--- src/sv/lcoc_pkg.sv ---
// shared types, constants and modular arithmetic helpers for the collision offset check
package lcoc_pkg;

	localparam int QUEUE_DEPTH = 2;

	typedef struct packed {
		logic [31:0] prime_p;
		logic [31:0] prime_q;
		logic [63:0] p_root;
		logic [63:0] q_root;
		logic [31:0] lattice_limit;
		logic [7:0]  poly_index;
	} lcoc_item_t;

	typedef struct packed {
		logic        hit;
		logic [63:0] offset;
		logic [31:0] out_p;
		logic [31:0] out_q;
		logic [63:0] out_root;
		logic [7:0]  out_poly;
	} lcoc_result_t;

	// classified item as handed from front to back
	typedef struct packed {
		lcoc_item_t  item;
		logic [63:0] modulus;
		logic [63:0] p_sq;
		logic        degen;
	} lcoc_job_t;

	// a, b < m
	function automatic logic [63:0] add_mod(input logic [63:0] a, input logic [63:0] b,
		input logic [63:0] m);
		logic [63:0] room;
		room = m - b;
		return (a >= room) ? (a - room) : (a + b);
	endfunction

	// a, b < m
	function automatic logic [63:0] sub_mod(input logic [63:0] a, input logic [63:0] b,
		input logic [63:0] m);
		return (a >= b) ? (a - b) : (a + (m - b));
	endfunction

endpackage

--- src/sv/lcoc_fifo.sv ---
// short job queue between front and back
module lcoc_fifo import lcoc_pkg::*; #(
	parameter int DEPTH = QUEUE_DEPTH
) (
	input  logic      clk,
	input  logic      arst_n,
	input  logic      push,
	input  lcoc_job_t push_data,
	output logic      full,
	input  logic      pop,
	output lcoc_job_t pop_data,
	output logic      empty
);
	localparam int AW = (DEPTH > 1) ? $clog2(DEPTH) : 1;
	localparam int CW = $clog2(DEPTH + 1);

	lcoc_job_t       mem_q [DEPTH];
	logic [AW-1:0]   wr_q, rd_q;
	logic [CW-1:0]   count_q;

	assign full     = (count_q == CW'(DEPTH));
	assign empty    = (count_q == '0);
	assign pop_data = mem_q[rd_q];

	always_ff @(posedge clk or negedge arst_n) begin
		if (!arst_n) begin
			wr_q    <= '0;
			rd_q    <= '0;
			count_q <= '0;
		end else begin
			if (push) begin
				wr_q <= (wr_q == AW'(DEPTH - 1)) ? '0 : wr_q + 1'b1;
			end
			if (pop) begin
				rd_q <= (rd_q == AW'(DEPTH - 1)) ? '0 : rd_q + 1'b1;
			end
			if (push && !pop) begin
				count_q <= count_q + 1'b1;
			end else if (pop && !push) begin
				count_q <= count_q - 1'b1;
			end
		end
	end

	always_ff @(posedge clk) begin
		if (push) begin
			mem_q[wr_q] <= push_data;
		end
	end

	a_no_overflow: assert property (@(posedge clk) disable iff (!arst_n) !(push && full && !pop))
		else $error("queue pushed while full");
	a_no_underflow: assert property (@(posedge clk) disable iff (!arst_n) !(pop && empty))
		else $error("queue popped while empty");
endmodule

--- config.mk ---
export PLATFORM = sky130hd
export DESIGN_NAME = lcoc_fifo
export DESIGN_NICKNAME = d
export VERILOG_FILES = /design/src/sv/lcoc_pkg.sv /design/src/sv/lcoc_fifo.sv
export SDC_FILE = /design/constraint.sdc
export NUM_CORES = 1
export LEC_CHECK = 0
export BUFFER_PORTS_ARGS = -buffer_cell sky130_fd_sc_hd__buf_2
export CAP_MARGIN = 5
export CORE_AREA = 2 2 332 334
export CTS_CLUSTER_SIZE = 25
export DETAILED_ROUTE_END_ITERATION = 7
export DIE_AREA = 0 0 334 336
export GPL_ROUTABILITY_DRIVEN = 0
export SLEW_MARGIN = 30
export SYNTH_ARGS = -nofsm -noshare
export SYNTH_HDL_FRONTEND = slang
export SYNTH_SLANG_ARGS = --single-unit
--- constraint.sdc ---
create_clock -name clk -period 51.5 [get_ports clk]
set_input_delay 0 -clock clk [delete_from_list [all_inputs] [get_ports clk]]
set_output_delay 0 -clock clk [all_outputs]
set_load 0.02 [all_outputs]
### Yosys cells after proc, flatten, opt, wreduce, memory -nomap -nowiden

Memory sizes are Yosys's and may differ from the RTL's.
Index checks and enable logic that the tools add are counted.

| operators by class | value |
|---|---|
| add/subtract/negate cells | 4 |
| equal/unequal tests | 1 |
| muxes and demuxes | 6 |
| reduce and logical (&&, ||, !) cells | 6 |

Operator list:

| kind | number |
|---|---|
| $mux W1 | 4 |
| $mux W2 | 2 |
| $add A1 B1 Y1 const B | 2 |
| $add A2 B1 Y2 const B | 1 |
| $eq A2 B2 Y1 const B | 1 |
| $logic_and A1 B1 Y1 | 2 |
| $logic_not A1 Y1 | 2 |
| $logic_not A2 Y1 | 1 |
| $reduce_bool A2 Y1 | 1 |
| $sub A2 B1 Y2 const B | 1 |

| storage, ports and cells | value |
|---|---|
| bits in registers | 4 |
| RAM bits | 722 |
| input bits | 365 |
| output and inout bits | 363 |
| word-level logic and storage cells | 21 |
| memories kept | 1 |

Memories:

| name | words | width | read ports | clocked after Yosys merged registers in | wr ports | line | source |
|---|---|---|---|---|---|---|---|
| mem_q | 2 | 361 | 1 | 0 | 1 | lcoc_fifo.sv:17 | `lcoc_job_t mem_q [DEPTH];` |

### Depth between registers and ports, before layout

| logic depth | value |
|---|---|
| depth after elaboration | 4 |
| gate-level depth with buffers | 5 |
| gate-level depth less buffers | 5 |

### Least setup slack after synthesis

Ideal clock, no wire load.

| timing path | value |
|---|---|
| path type | register -> register |
| start | register wr_q |
| end | memory mem_q[0][0] (netlist name), enable pin |
| library setup time | 1.135 ns |
| arrival | 16.292 ns |
| required time | 50.365 ns |
| setup slack | 34.073 ns |
| stages on the path, launching flop included | 2 |
| buffers on the path | 0 |
| period minus slack after synthesis | 17.427 ns |
| path through | dfrtp_1 -> nor2b_1 |

RTL lines:

| element | line | source |
|---|---|---|
| start: declaration | lcoc_fifo.sv:18 | `logic [AW-1:0] wr_q, rd_q;` |
| start signal: assignment | lcoc_fifo.sv:32 | `wr_q <= (wr_q == AW'(DEPTH - 1)) ? '0 : wr_q + 1'b1;` |
| end: declaration | lcoc_fifo.sv:17 |  |

Straight into the memory's write port.

==> metrics.yaml <==
synth_area_sq_mm: 0.0269
met3_length_um: 4110
cp.arrival_ns: 4.63
final_cell_mix: "buf_2 (727), edfxtp_1 (722), dlygate4sd3_1 (365)"
rsz0062_at_grt: "no"
critical_path.max_fanout: 61
clock_skew_ns: 0.0134
yosysWarnings: 0
syn_inst: 1139
yosysTopAreaCell: "edfxtp_1"
finalCriticalPeriod_ns: 4.63
required_ns: 51.50
place.port_buffers: 727
final_common_cell: "buf_2"
synth.avg_cell_area_sq_um: 23.6
met2WireLength_um: 36500
reg2reg_slack_ns: 47.87
holdCritPathClass: "in -> reg"
period_share_pct: 8.98
wl_um: 67300
hold_start: "push_data[342]"
p_leak_nw: 14.8
end_kind: "primary output"
worst_hold_path.num_cells: 2
first_iter_violations: 747
area_growth_pct: 42.5
critPathLaunchType: "register"
drtPass1Iterations: 5
clock.fmax_mhz: 216
ant_nets: 0
via_per_inst: 4.00
synthDistinctLibCells: 14
cts_setup_buffers: 0
clock_path_buffers: 3
hold_viol: 0
nets: 2655
tns_ns: 0
vias: 15100
cts_tree: "yes"
globalRouteOverflowTotal: 0
worst_pin_slew_ns: 0.997
ctsRootBufferMaster: "clkbuf_16"
topRoutingLayerUsed: "met4"
die-area_sq_mm: 0.112
r2r_cells: 4
hpwl_um: 45900
status: "complete, no violations"
r2r_end: "mem_q[1][268]"
relSlewSlack_pct: 33.5
die_h_um: 336
setup_viol: 0
wl_met1_um: 24200
r2r-start: "wr_q"
core.rowCount: 121
die_w_um: 334
slew_viol_final: 0
insertion_delay_ns: 0.63
synth_top_cells_by_area: "edfxtp_1 (80%), mux2_4 (10%), mux2_2 (7.6%)"
path_clk_slew_ns: 0.06
htreeDepth: 3
synth_seq_cells: 726
start_util_pct: 24.8
remaining_drc_errors: 0
wl_per_cell_um: 17.9
grt_pass1_vias: 16500
synth-seq-area-share_pct: 80.9
fin_hold_ws_ns: 0.0885
vdd_drop_max_mv: 0.0434
yosys.area.top_type_share_pct: 80.5
global_route.usage.total_pct: 11.4
io_pins: 728
grt_max_degree: 143
crit_type: "reg -> out"
cap_violations: 0
holdPathEnd: "mem_q[1][342]"
grt_pass1_wl_um: 96800
antenna_found_initial: 7
holdBufCountCts: 365
syn_nets: 1505
powerDensity_mw_per_mm2: 53.4
core_area_sq_mm: 0.108
layout-drive-gt1-share_pct: 51.8
cts_resized: 0
cts.sinks: 726
cts_made_buffers: 79
-- worst max path at each step --
stage / startpoint / cells past startpoint / to
floorplan: wr_q / 1 / mem_q[0][0]
global placement: rd_q / 5 / pop_data[340]
detailed placement: rd_q / 5 / pop_data[63]
finish: rd_q / 5 / pop_data[66]
CTS: rd_q / 5 / pop_data[131]
global route: rd_q / 5 / pop_data[63]
-- synth_stat cells (all sizes together) --
library cell  count
inv               1
mux2            361
ha                1
edfxtp          722
nor2b             2
xnor2             1
and2              1
dfrtp             4
buf              40
xor2              4
nor2              2
-- layout make-up --
type | instances | area (sq um)
clock inverter | 43 | 439
sequential | 726 | 21800
inverter | 1 | 3.75
fill | 10200 | 70000
multi-input combinational | 372 | 4830
timing repair buffer | 1109 | 7460
antenna | 9 | 22.5
clock buffer | 96 | 2060
tap | 1414 | 1770
-- state kept, by name, indices dropped and copies added (netlist names) --
signal and flops:
wr_q 1, mem_q 722, count_q 2, rd_q 1
-- metal layers --
metal	track usage (%)	vias to the layer above
met5	0	-
met4	5.87	0
met3	2.84	131
met2	21.3	534
met1	11.6	7534
li1	-	6887
-- power by group --
group          leakage [nW]  internal, mW  switching (mW)  total, mW
Combinational          6.72         0.284           0.400      0.684
Sequential             6.82         0.785          0.0373      0.822
Clock                  1.21         0.317           0.226      0.543
Total                  14.8          1.39           0.663       2.05
-- metrics by stage --
step	worst slack, ns	total power, mW	instances	util (%)	area, sq um
floorplan	34.07	1.35	1139	-	26900
global route	46.57	2.14	3764	35.4	38400
finish	46.87	2.05	3770	35.4	38400
detailed placement	47.50	1.50	3256	29.7	32200
global placement	47.61	1.49	3256	29.7	32200
CTS	46.80	2.08	3760	35.3	38300
-- critical path: stages (launching register included) --
cell	delay (ns)
dfrtp_4	1.02
buf_4	0.71
buf_4	0.76
buf_4	0.82
mux2_2	0.42
buf_2	0.17
-- cell families (layout without fill, tap and decap cells) --
kind of cell / count (synthesis) / after routing / share of synthesized area (%)
other cells: 0 / 9 / 0
simple gates: 5 / 5 / 0.0976
buf+inv: 41 / 1249 / 1.23
fa+ha+maj: 1 / 1 / 0.0464
flops: 726 / 726 / 80.9
xor+xnor: 5 / 5 / 0.163
mux: 361 / 361 / 17.6
(Power assumes the default switching activity.)
