## src/sv/lcoc_pkg.sv

```systemverilog
// shared types, constants and modular arithmetic helpers for the collision offset check
package lcoc_pkg;

	localparam int QUEUE_DEPTH = 2;

	typedef struct packed {
		logic [31:0] prime_p;
		logic [31:0] prime_q;
		logic [63:0] p_root;
		logic [63:0] q_root;
		logic [31:0] lattice_limit;
		logic [7:0]  poly_index;
	} lcoc_item_t;

	typedef struct packed {
		logic        hit;
		logic [63:0] offset;
		logic [31:0] out_p;
		logic [31:0] out_q;
		logic [63:0] out_root;
		logic [7:0]  out_poly;
	} lcoc_result_t;

	// classified item as handed from front to back
	typedef struct packed {
		lcoc_item_t  item;
		logic [63:0] modulus;
		logic [63:0] p_sq;
		logic        degen;
	} lcoc_job_t;

	// a, b < m
	function automatic logic [63:0] add_mod(input logic [63:0] a, input logic [63:0] b,
		input logic [63:0] m);
		logic [63:0] room;
		room = m - b;
		return (a >= room) ? (a - room) : (a + b);
	endfunction

	// a, b < m
	function automatic logic [63:0] sub_mod(input logic [63:0] a, input logic [63:0] b,
		input logic [63:0] m);
		return (a >= b) ? (a - b) : (a + (m - b));
	endfunction

endpackage

```

## src/sv/lcoc_if.sv

```systemverilog
// valid/ready channel interfaces for input items and results
interface lcoc_in_if import lcoc_pkg::*; ();
	logic       valid;
	logic       ready;
	lcoc_item_t data;
	modport source(output valid, output data, input ready);
	modport sink(input valid, input data, output ready);
endinterface


```

## src/sv/lcoc_front.sv

```systemverilog
// front end: takes input transactions, squares the primes and flags degenerate moduli
module lcoc_front import lcoc_pkg::*; (
	input  logic      clk,
	input  logic      arst_n,
	lcoc_in_if.sink   item,
	output lcoc_job_t job,
	output logic      job_valid,
	input  logic      job_ready
);
	lcoc_item_t item_s1;
	logic       valid_s1;

	assign item.ready = !valid_s1 || job_ready;
	assign job_valid  = valid_s1;

	always_ff @(posedge clk or negedge arst_n) begin
		if (!arst_n) begin
			valid_s1 <= 1'b0;
		end else if (item.ready) begin
			valid_s1 <= item.valid;
		end
	end

	always_ff @(posedge clk) begin
		if (item.ready && item.valid) begin
			item_s1 <= item.data;
		end
	end

	// products land in the queue registers
	always_comb begin
		job.item    = item_s1;
		job.modulus = 64'(item_s1.prime_q) * 64'(item_s1.prime_q);
		job.p_sq    = 64'(item_s1.prime_p) * 64'(item_s1.prime_p);
		job.degen   = (item_s1.prime_q < 32'd2);
	end
endmodule

```

## src/flat_wrapper.sv

```systemverilog
// flat-port wrapper written by rule: the top's interface ports become plain ports
module lcoc_front_flat import lcoc_pkg::*;
  (clk, arst_n, job, job_valid, job_ready, item_valid, item_data, item_ready);
  lcoc_in_if item_i ();
  input  logic clk;
  input  logic arst_n;
  output lcoc_job_t job;
  output logic job_valid;
  input  logic job_ready;
  input wire logic [$bits(item_i.valid)-1:0] item_valid;
  input wire logic [$bits(item_i.data)-1:0] item_data;
  output wire logic [$bits(item_i.ready)-1:0] item_ready;
  assign item_i.valid = item_valid;
  assign item_i.data = item_data;
  assign item_ready = item_i.ready;
  lcoc_front u_core (.clk(clk), .arst_n(arst_n), .item(item_i), .job(job), .job_valid(job_valid), .job_ready(job_ready));
endmodule
```

## config.mk

```make
export PLATFORM = sky130hd
export DESIGN_NAME = lcoc_front_flat
export DESIGN_NICKNAME = d
export VERILOG_FILES = /design/src/sv/lcoc_pkg.sv /design/src/sv/lcoc_if.sv /design/src/sv/lcoc_front.sv /design/src/flat_wrapper.sv
export SDC_FILE = /design/constraint.sdc
export NUM_CORES = 2
export LEC_CHECK = 0
export BUFFER_PORTS_ARGS = -buffer_cell sky130_fd_sc_hd__clkbuf_2
export CAP_MARGIN = 20
export CORE_ASPECT_RATIO = 0.8
export CORE_MARGIN = 2
export CORE_UTILIZATION = 59
export DETAILED_ROUTE_END_ITERATION = 8
export PLACE_DENSITY = 0.86
export SLEW_MARGIN = 20
export SYNTH_ARGS = -nofsm -noshare
export SYNTH_HDL_FRONTEND = slang
export SYNTH_SLANG_ARGS = --single-unit
```

## constraint.sdc

```tcl
create_clock -name clk -period 13.45 [get_ports clk]
set_input_delay 3.3625 -clock clk [delete_from_list [all_inputs] [get_ports clk]]
set_output_delay 3.3625 -clock clk [all_outputs]
set_load 0.02 [all_outputs]
```

== After elaboration in Yosys (flattened, before gate mapping) ==
Index checks and enable logic that the tools add are counted.

* Bits in registers: 233
* Output and inout port bits: 363
* Logic and storage cells: 13

* Multiply operators: 2
* Order comparisons: 1
* Reduce and logical (&&, ||, !) cells: 3

{| class="wikitable"
|+ Operator list
! kind !! number
|-
| $mul A32 B32 Y64 || 2
|-
| $lt A32 B2 Y1 const B || 1
|-
| $logic_and A1 B1 Y1 || 1
|-
| $logic_not A1 Y1 || 1
|-
| $logic_or A1 B1 Y1 || 1
|}

== Logic depth before layout (Yosys ltp) ==
* Word-level depth: 3
* Depth in mapped cells: 31
* Mapped depth without buffers: 28

== Worst setup path after synthesis ==
OpenSTA, ideal clock, no wires.

* Path type: reg-to-output
* Start point: register u_core.item_s1, in the netlist u_core.job[331]
* End point: output job[59] (netlist bit)
* Arrival: 7.890 ns
* Required time: 10.087 ns
* Slack: 2.198 ns
* Stages on the path, launching flop included: 27
* Buffers on the path: 3
* Path through: edfxtp_1 clkbuf_1 buf_1 nand2_1 fa_1 inv_1 fa_1 inv_1 fa_1 fa_1 inv_1 fa_1 inv_1 fa_1 inv_1 fa_1 fa_1 ha_1 clkbuf_1 nand4_1 or3_1 a211oi_1 o31ai_1 o211ai_1 a31oi_1 o21ai_0 xor2_1

{| class="wikitable"
|+ RTL lines
! item !! line !! source
|-
| start: declaration || lcoc_front.sv:10 || <nowiki>lcoc_item_t item_s1;</nowiki>
|-
| start signal: assignment || lcoc_front.sv:26 || <nowiki>item_s1 <= item.data;</nowiki>
|-
| end: declaration || flat_wrapper.sv:7 || <nowiki>output lcoc_job_t job;</nowiki>
|}

==> impl_metrics.json <==
{
  "grt_max_degree": 67,
  "ys_types": 68,
  "cts_hold_buf": 0,
  "register_area_um2": 6992,
  "path_delay_family": "adder cells",
  "gp_congestion": 1.044,
  "ys_ff_latch": 233,
  "port_buffers": 596,
  "die_area_um2": 114700,
  "yosysTopAreaCellShare_pct": 48.12,
  "drv_cap": 0,
  "critical_path.startpoint_type": "register",
  "path_clk_slew_ns": 0.07,
  "syn-instance-count": 6658,
  "synth_area_um2": 66060,
  "antenna_found_initial": 16,
  "first_global_vias": 54020,
  "worstSetupPathType": "register to output port",
  "skew_ns": 0.05389,
  "multi_input_area_um2": 50740,
  "clock_latency_ns": 0.66,
  "endpoint_kind": "output port",
  "synth_edf_count": 232,
  "clock.fmax_ghz": 0.07457,
  "final_nets": 9555,
  "drt-total-wl_mm": 205.1,
  "cts_tree": "yes",
  "cts-root-buf": "clkbuf_16",
  "final.setup.tns_ns": 0,
  "area_growth_syn_to_layout_pct": 8.644,
  "drc_errors": 0,
  "post_drt_wl_per_cell_um": 23.68,
  "clk_path_buf_depth": 3,
  "ant_nets": 0,
  "hp-class": "register to register",
  "die_w_um": 378.1,
  "slew-limit-headroom_pct": 18.84,
  "ys_seq_area_share_pct": 10.58,
  "timing.hold.ws_ns": 0.7752,
  "synthTopCellsByArea": "fa_1 48%, ha_1 11%, inv_1 11%",
  "slew_violations": 0,
  "yosysWarnings": 0,
  "grt_pass1_wl_mm": 314.2,
  "first_iter_violations": 4444,
  "ios": 599,
  "worstPathCellList": "inv_1 > nor2_1 > fa_1 > fa_1 > inv_1 > fa_1 > fa_1 > inv_1 > fa_1 > inv_1 > fa_1 > fa_1 > fa_1 > inv_1 > ha_1 > nand2_1 > or3_1 > a311oi_1 > nor3_1 > o21ai_0 > a31oi_1 > o21ai_1 > xnor2_1 > clkbuf_2",
  "rsz0062_at_grt": "false",
  "required_ns": 10.09,
  "status": "finished clean",
  "num_rows": 109,
  "fillerInstances": 8547,
  "cts.sinks": 233,
  "synth_ff_type": "edfxtp_1",
  "place_hpwl_mm": 172.7,
  "numCtsBuffers": 27,
  "fp.dieH_um": 303.3,
  "tightest_slew_ns": 1.217,
  "dr_total_vias": 48960,
  "track_usage_pct": 36.87,
  "final_hold_viol_count": 0,
  "slowest_stage": "edfxtp_1",
  "drt-vias-per-instance": 5.651,
  "grt-ovfl-total": 0,
  "setup_viol": 0,
  "worstPathArrival_ns": 10.05,
  "avgSynthCellArea_um2": 9.922,
  "initial_utilization_pct": 59.66,
  "firstDrtPassIters": 9,
  "path_common_cell": "fa_1",
  "synth_area_leader_cell": "fa_1",
  "async_flop_share_pct": 0.4292,
  "max_stage_delay_ns": 1.02,
  "min_period_over_period_pct": 99.70,
  "crit_buf_inv": 6,
  "cp_max_fo": 14,
  "core_um2": 110700,
  "htreeDepth": 1,
  "fin_crit_ns": 13.41,
  "layout-drive-gt1-share_pct": 11.03
}
through the flow:
stage	std cells	setup slack [ns]	utilization, %	cell area, um2
global placement	8594	1.059	63.88	70740
CTS	8643	0.1778	64.66	71600
global route	8660	0.006503	64.81	71770
finish	8663	0.04024	64.81	71770
floorplan	6659	2.198	-	66070
detailed placement	8594	0.9649	63.88	70740
worst paths after layout:
check / startpoint / endpoint / slack, ns / depth (start not counted)
worst min-delay path: u_core.job_valid / u_core.job_valid / 0.78 / 2
min in group asynchronous: arst_n / u_core.job_valid / 2.52 / 1
max in group asynchronous: arst_n / u_core.job_valid / 10.84 / 1
worst max register to register: u_core.job_valid / u_core.job[329] / 9.83 / 4
worst min register to register: u_core.job_valid / u_core.job_valid / 0.78 / 2
worst max-delay path: u_core.job[321] / job[121] / 0.04 / 24
Yosys cell counts (6+ instances only):
| cell type | instances |
|---|---|
| nand2b_1 | 12 |
| and3_1 | 14 |
| edfxtp_1 | 232 |
| a41oi_1 | 6 |
| a31oi_1 | 25 |
| or2_2 | 11 |
| nor3_1 | 19 |
| or3_1 | 9 |
| clkbuf_1 | 249 |
| nand4_1 | 38 |
| and2_1 | 459 |
| inv_1 | 1959 |
| nor4_1 | 11 |
| nand3_1 | 28 |
| nor2b_1 | 24 |
| ha_1 | 595 |
| o211ai_1 | 8 |
| xor2_1 | 94 |
| o21ai_0 | 88 |
| o31ai_1 | 8 |
| o21a_1 | 17 |
| nor2_1 | 125 |
| xnor2_1 | 106 |
| a21oi_1 | 145 |
| fa_1 | 1588 |
| a211oi_1 | 9 |
| nand2_1 | 583 |
| a31o_2 | 21 |
| a21o_1 | 58 |
| o21bai_1 | 32 |
per-layer routing:
metal	vias to the layer above	track usage [%]	wire length, um	part of all wire (%)
li1	20520	-	-	-
met1	24660	48.49	75810	37
met2	3096	54.60	89170	43
met3	665	13.84	28320	14
met4	14	17.09	11720	5.7
met5	-	0	94	0.046
cells in the final DEF, fill, tap and decap left out, types with 6 or more instances in the layout:
cell / netlist / layout
buf_4: 4 / 101
o21bai_1: 32 / 32
nand2b_1: 12 / 12
a31o_2: 21 / 21
nand4_1: 38 / 38
nor2b_1: 24 / 24
and3_1: 14 / 14
nand3_1: 28 / 28
clkbuf_1: 249 / 6
o211ai_1: 8 / 8
xor2_1: 94 / 94
buf_12: 0 / 7
clkbuf_16: 0 / 27
nor4_1: 11 / 11
a31oi_1: 25 / 25
or2_2: 11 / 11
a41oi_1: 6 / 6
o21ai_0: 88 / 88
nor2_1: 125 / 125
a211oi_1: 9 / 9
inv_1: 1959 / 1959
clkbuf_2: 0 / 596
edfxtp_1: 232 / 232
fa_1: 1588 / 1588
diode_2: 0 / 9
and2_1: 459 / 458
o21a_1: 17 / 17
a21o_1: 58 / 58
xnor2_1: 106 / 106
o31ai_1: 8 / 8
a21oi_1: 145 / 145
ha_1: 595 / 595
nand2_1: 583 / 583
nor3_1: 19 / 19
or3_1: 9 / 9
state kept, by name (all words and copies together), names as in the netlist:
signal            count
u_core.job_valid      1
u_core.job          232
tightest hold or removal path: cells and delay by family, from the launching register on:
kind / cells / cell delay (ns)
and+or+nand+nor: 2 / 0.25
DFF: 1 / 0.48
cell type report:
| cell class | count | area share (%) |
|---|---|---|
| multi-input cells | 4209 | 70.70 |
| inverters | 1959 | 10.25 |
| flip-flops and latches | 233 | 9.741 |
| repair buffers | 706 | 5.467 |
| well taps | 1498 | 2.611 |
| clock buffers | 33 | 0.9727 |
| clock inverters | 16 | 0.2353 |
| diodes | 9 | 0.03138 |
timing repair:
item                                    CTS  global route
endpoints found under the setup margin    0             8
gates resized for setup                   0             0
buffers inserted                          0            10
cell families (layout without fill, tap and decap cells):
family / Yosys count / after routing / share of synthesized area, %
simple gates: 1345 / 1345 / 10.00
flops: 233 / 233 / 10.58
other cells: 1 / 11 / 0.005676
compound gates: 472 / 472 / 4.636
buf+inv: 2217 / 2714 / 12.62
xor+xnor: 200 / 200 / 2.652
fa+ha+maj: 2183 / 2183 / 59.39
mux: 7 / 7 / 0.1098
Power is left out: the tool's default activity adds up to more than one toggle a clock period on the data nets, which glitch-free logic cannot reach.
